--- src/isq_pkg.sv ---
package isq_pkg;

  localparam logic [1:0] OP_GIVE  = 2'd0;
  localparam logic [1:0] OP_SEAT  = 2'd1;
  localparam logic [1:0] OP_KICK  = 2'd2;
  localparam logic [1:0] OP_BRIBE = 2'd3;

  localparam logic [1:0] ST_OK      = 2'd0;
  localparam logic [1:0] ST_ABSENT  = 2'd1;
  localparam logic [1:0] ST_FULL    = 2'd2;

  typedef struct packed {
    logic [1:0] operation;
    logic [7:0] buzzer_id;
  } isq_in_t;

  typedef struct packed {
    logic [7:0] out_id;
    logic [1:0] status;
    logic [8:0] length_now;
  } isq_out_t;

  typedef enum logic [2:0] {
    S_IDLE,
    S_READ,
    S_FIX,
    S_FIX2,
    S_DONE
  } isq_state_t;

endpackage

--- src/isq_link_ram.sv ---
module isq_link_ram import isq_pkg::*; #(
  parameter int DEPTH = 256,
  parameter int WIDTH = 9
) (
  input  logic                     clk,
  input  logic                     we,
  input  logic [$clog2(DEPTH)-1:0] waddr,
  input  logic [WIDTH-1:0]         wdata,
  input  logic [$clog2(DEPTH)-1:0] raddr,
  output logic [WIDTH-1:0]         rdata
);

  logic [WIDTH-1:0] mem [DEPTH];

  always_ff @(posedge clk) begin
    if (we) begin
      mem[waddr] <= wdata;
    end
    rdata <= mem[raddr];
  end

endmodule

--- config.mk ---
export PLATFORM = sky130hd
export DESIGN_NAME = isq_link_ram
export DESIGN_NICKNAME = d
export VERILOG_FILES = /design/src/isq_pkg.sv /design/src/isq_link_ram.sv
export SDC_FILE = /design/constraint.sdc
export NUM_CORES = 2
export LEC_CHECK = 0
export BUFFER_PORTS_ARGS = -buffer_cell sky130_fd_sc_hd__buf_4
export CORE_ASPECT_RATIO = 2
export CORE_MARGIN = 2
export CORE_UTILIZATION = 51
export CTS_CLUSTER_SIZE = 28
export DETAILED_ROUTE_END_ITERATION = 10
export GPL_TIMING_DRIVEN = 0
export PLACE_DENSITY_LB_ADDON = 0.1
export SYNTH_ARGS = -nofsm -noshare
export SYNTH_HDL_FRONTEND = slang
export SYNTH_SLANG_ARGS = --single-unit
--- constraint.sdc ---
create_clock -name clk -period 1.8 [get_ports clk]
set_input_delay 0.09 -clock clk [delete_from_list [all_inputs] [get_ports clk]]
set_output_delay 0.09 -clock clk [all_outputs]
set_load 0.01 [all_outputs]
==> reports/metrics.cfg <==
[floorplan]
dieArea_mm2=0.179
die_w_um=300
row_count=217
ioPinCount=36
initial_core_util_pct=51.2
die_height_um=596
core_area_mm2=0.174

[route]
avgRoutedWirePerCell_um=44.6
drt-total-wl_mm=311
vias=46599
drt_iter0_drc=5957
vias_per_cell=6.68
remaining_drc_errors=0
ant_nets=0
firstDrtPassIters=7

[run_status]
status=complete, but fails checks
violations=negative setup slack

[global_route]
antenna_found_initial=11
grt_usage_pct=35.2
grt_max_degree=158
grt_pass1_wl_mm=412
grt_overflow=0
grt_pass1_vias=47504

[sta]
slew_headroom_pct=9.04
drv_slew=0
max_freq_mhz=377
worst_slew_pin_slew_ps=1360
fin_crit_sh_pct=147
layout_min_cycle_time_ps=2650
setup_viol=177
fin_setup_tns_ps=-15390
fin_ws_ps=-853
finClkSkew_ps=30.0
hold_viol=0
rsz0062_at_grt=yes

[cts]
cts_tree=done
clockBufferDepth=4
cts_buffers=205
cts_sinks=2313
htreeDepth=4
path_clk_slew_ps=70
cts_root_buf=clkbuf_16
clk_latency_ps=870

[job]
max-cap-violations=0

[layout]
seq_area_mm2=0.0694
final_cell_area_mm2=0.103
finalNetCount=4549
syn_to_final_growth_pct=15.3
multi_input_area_mm2=0.0210
layout-drive-gt1-share_pct=31.2
fillers=12715

[pwr]
power.density_mw_per_mm2=1080
cellLeakagePower_nw=31.4
p_total_mw=111
ir_drop_uv=957

[critical_path]
cp.required_ps=2510
crit_family=compound AO/OA/AOI/OAI gates
critPathMaxFanout=1
worst-path-buf-inv=0
path_class=flip-flop to flip-flop
slowest_delay_ps=560
cp_cell_sequence=mux4_2 > a22o_4 > a221oi_4 > o32a_4 > nor3b_4 > nor4_4
crit_path_start_kind=flip-flop
worstPathArrival_ps=3360
cp_slowest_cell=nor3b_4
cp-end-kind=flip-flop

[placement]
dp_hpwl_mm=214
routabilityCongestion=1.02
io_buffers=27
place_area_mm2=0.0931

[logic_synthesis]
synthCells=4237
synth_nets=4264
syn_area_per_cell_um2=21.1
netlist_top_cells_area=edfxtp_1 77%, mux4_2 12%, mux2i_1 2.0%, a22oi_1 1.5%, nor2_1 1.3%
ys_async_sr_fraction_pct=0
synth_cell_types=57
syn_area_mm2=0.0893
synth_top_area_share_pct=77.5
synth-edff-count=2304
yosys_warnings=0
yosysSeqAreaShare_pct=77.7
ys_ff_latch=2313
ys.flop_type=edfxtp_1
synth_area_leader_cell=edfxtp_1

[worst_hold_path]
hold_class=input port to flip-flop

==> repair_timing <==
| item | CTS | global route |
|---|---|---|
| resized for setup | 674 | 87 |
| pin swaps | 26 | 16 |
| endpoints found under the hold margin | 1079 | 0 |
| hold buffers | 9 | 0 |
| endpoints found under the setup margin | 1928 | 1689 |
| setup buffers | 19 | 10 |
==> layout by cell type, fill, tap and decap left out, drive strengths merged, types with 4 or more instances in the layout <==
| cell | netlist | routed |
|---|---|---|
| a221oi | 11 | 11 |
| diode | 0 | 8 |
| a22oi | 174 | 174 |
| nor3b | 4 | 4 |
| clkinv | 1 | 71 |
| mux2i | 177 | 177 |
| nor3 | 21 | 21 |
| nor2b | 28 | 28 |
| a31oi | 10 | 10 |
| edfxtp | 2304 | 2304 |
| clkinvlp | 0 | 8 |
| nor4 | 27 | 27 |
| dlygate4sd3 | 0 | 9 |
| mux2 | 21 | 21 |
| o31a | 8 | 8 |
| nor2 | 305 | 305 |
| o21ai | 36 | 36 |
| a211oi | 26 | 26 |
| a22o | 8 | 8 |
| a21oi | 98 | 98 |
| buf | 139 | 212 |
| nand2 | 40 | 40 |
| bufinv | 0 | 26 |
| nand3 | 31 | 31 |
| clkbuf | 120 | 364 |
| dfxtp | 9 | 9 |
| and3b | 4 | 4 |
| o221ai | 36 | 36 |
| inv | 1 | 6 |
| mux4 | 476 | 476 |
| nand4 | 11 | 11 |
| nand2b | 9 | 9 |
| or2 | 6 | 6 |
| o22ai | 65 | 65 |
==> final timing paths <==
path | end | slack, ps | startpoint | depth (start not counted)
hold / removal | mem[30][7] | 20 | waddr[2] | 4
hold reg to reg | rdata[7] | 1120 | mem[6][7] | 6
setup / recovery | rdata[5] | -850 | mem[115][5] | 6
setup reg to reg | rdata[5] | -850 | mem[115][5] | 6
==> cells by family (layout without fill, tap and decap cells) <==
kind of cell           after synthesis  after routing  synth area share, %
DFF                               2313           2313                 77.7
buffers and inverters              261            698                 1.75
other                                0              8                    0
AOI/OAI and AO/OA                  489            489                 3.75
muxes                              674            674                 14.3
and+or+nand+nor                    500            500                 2.50
==> through the flow <==
step | std cells | setup slack [ps] | utilization (%) | hold WS (ps)
floorplan | 4237 | -151 | - | 189
global placement | 6563 | -3510 | 53.1 | 482
detailed placement | 6580 | -3030 | 53.4 | 313
CTS | 6963 | -788 | 58.8 | -33.4
global route | 6974 | -798 | 59.0 | 27.6
finish | 6981 | -853 | 59.1 | 15.9
==> per-layer routing <==
| layer | track usage [%] | routed length [µm] |
|---|---|---|
| met5 | 0.109 | 23 |
| met1 | 37.6 | 96200 |
| met4 | 30.7 | 34300 |
| met3 | 6.58 | 23200 |
| met2 | 59.6 | 157000 |
==> synthesized netlist by cell type (3+ instances only) <==
cell type and instances:
a211o_1 3, a211oi_1 26, a21oi_1 98, a221oi_1 11
a22o_1 8, a22oi_1 174, a311oi_1 3, a31oi_1 10
a32oi_1 3, and3_1 3, and3b_1 4, buf_1 14
buf_12 5, buf_2 54, buf_4 28, buf_6 26
buf_8 12, clkbuf_1 120, dfxtp_1 9, edfxtp_1 2304
mux2_2 21, mux2i_1 177, mux4_1 9, mux4_2 467
nand2_1 40, nand2b_1 9, nand3_1 31, nand3b_1 3
nand4_1 11, nor2_1 305, nor2b_1 28, nor3_1 21
nor3b_1 3, nor4_1 27, o21ai_0 31, o21ai_1 5
o221ai_1 35, o22ai_1 65, o31a_1 8, o32ai_1 3
or2_2 4
==> area by class of cell <==
cell class	instances	area share, %
Antenna cell	8	0.0194
Buffer	255	2.03
Clock buffer	250	5.20
Multi-Input combinational cell	1663	20.4
Sequential cell	2313	67.4
Clock inverter	109	1.16
Tap cell	2299	2.79
Timing Repair Buffer	82	1.03
Inverter	2	0.00851
==> flip-flops by register name, indices dropped and copies added, names as in the netlist <==
name	count
rdata	9
mem	2304
==> worst register-to-register path: stages (launching register included) <==
cell	delay, ps
edfxtp_1	360
mux4_2	510
a22o_4	280
a221oi_4	310
o32a_4	350
nor3b_4	570
nor4_4	110
==> power by group <==
group | switching [mW] | internal, mW | total, mW
combinational | 5.24 | 2.18 | 7.42
sequential | 0.0383 | 59.4 | 59.4
clock | 19.6 | 24.8 | 44.5
No activity file was read; power rests on OpenSTA's default activity.
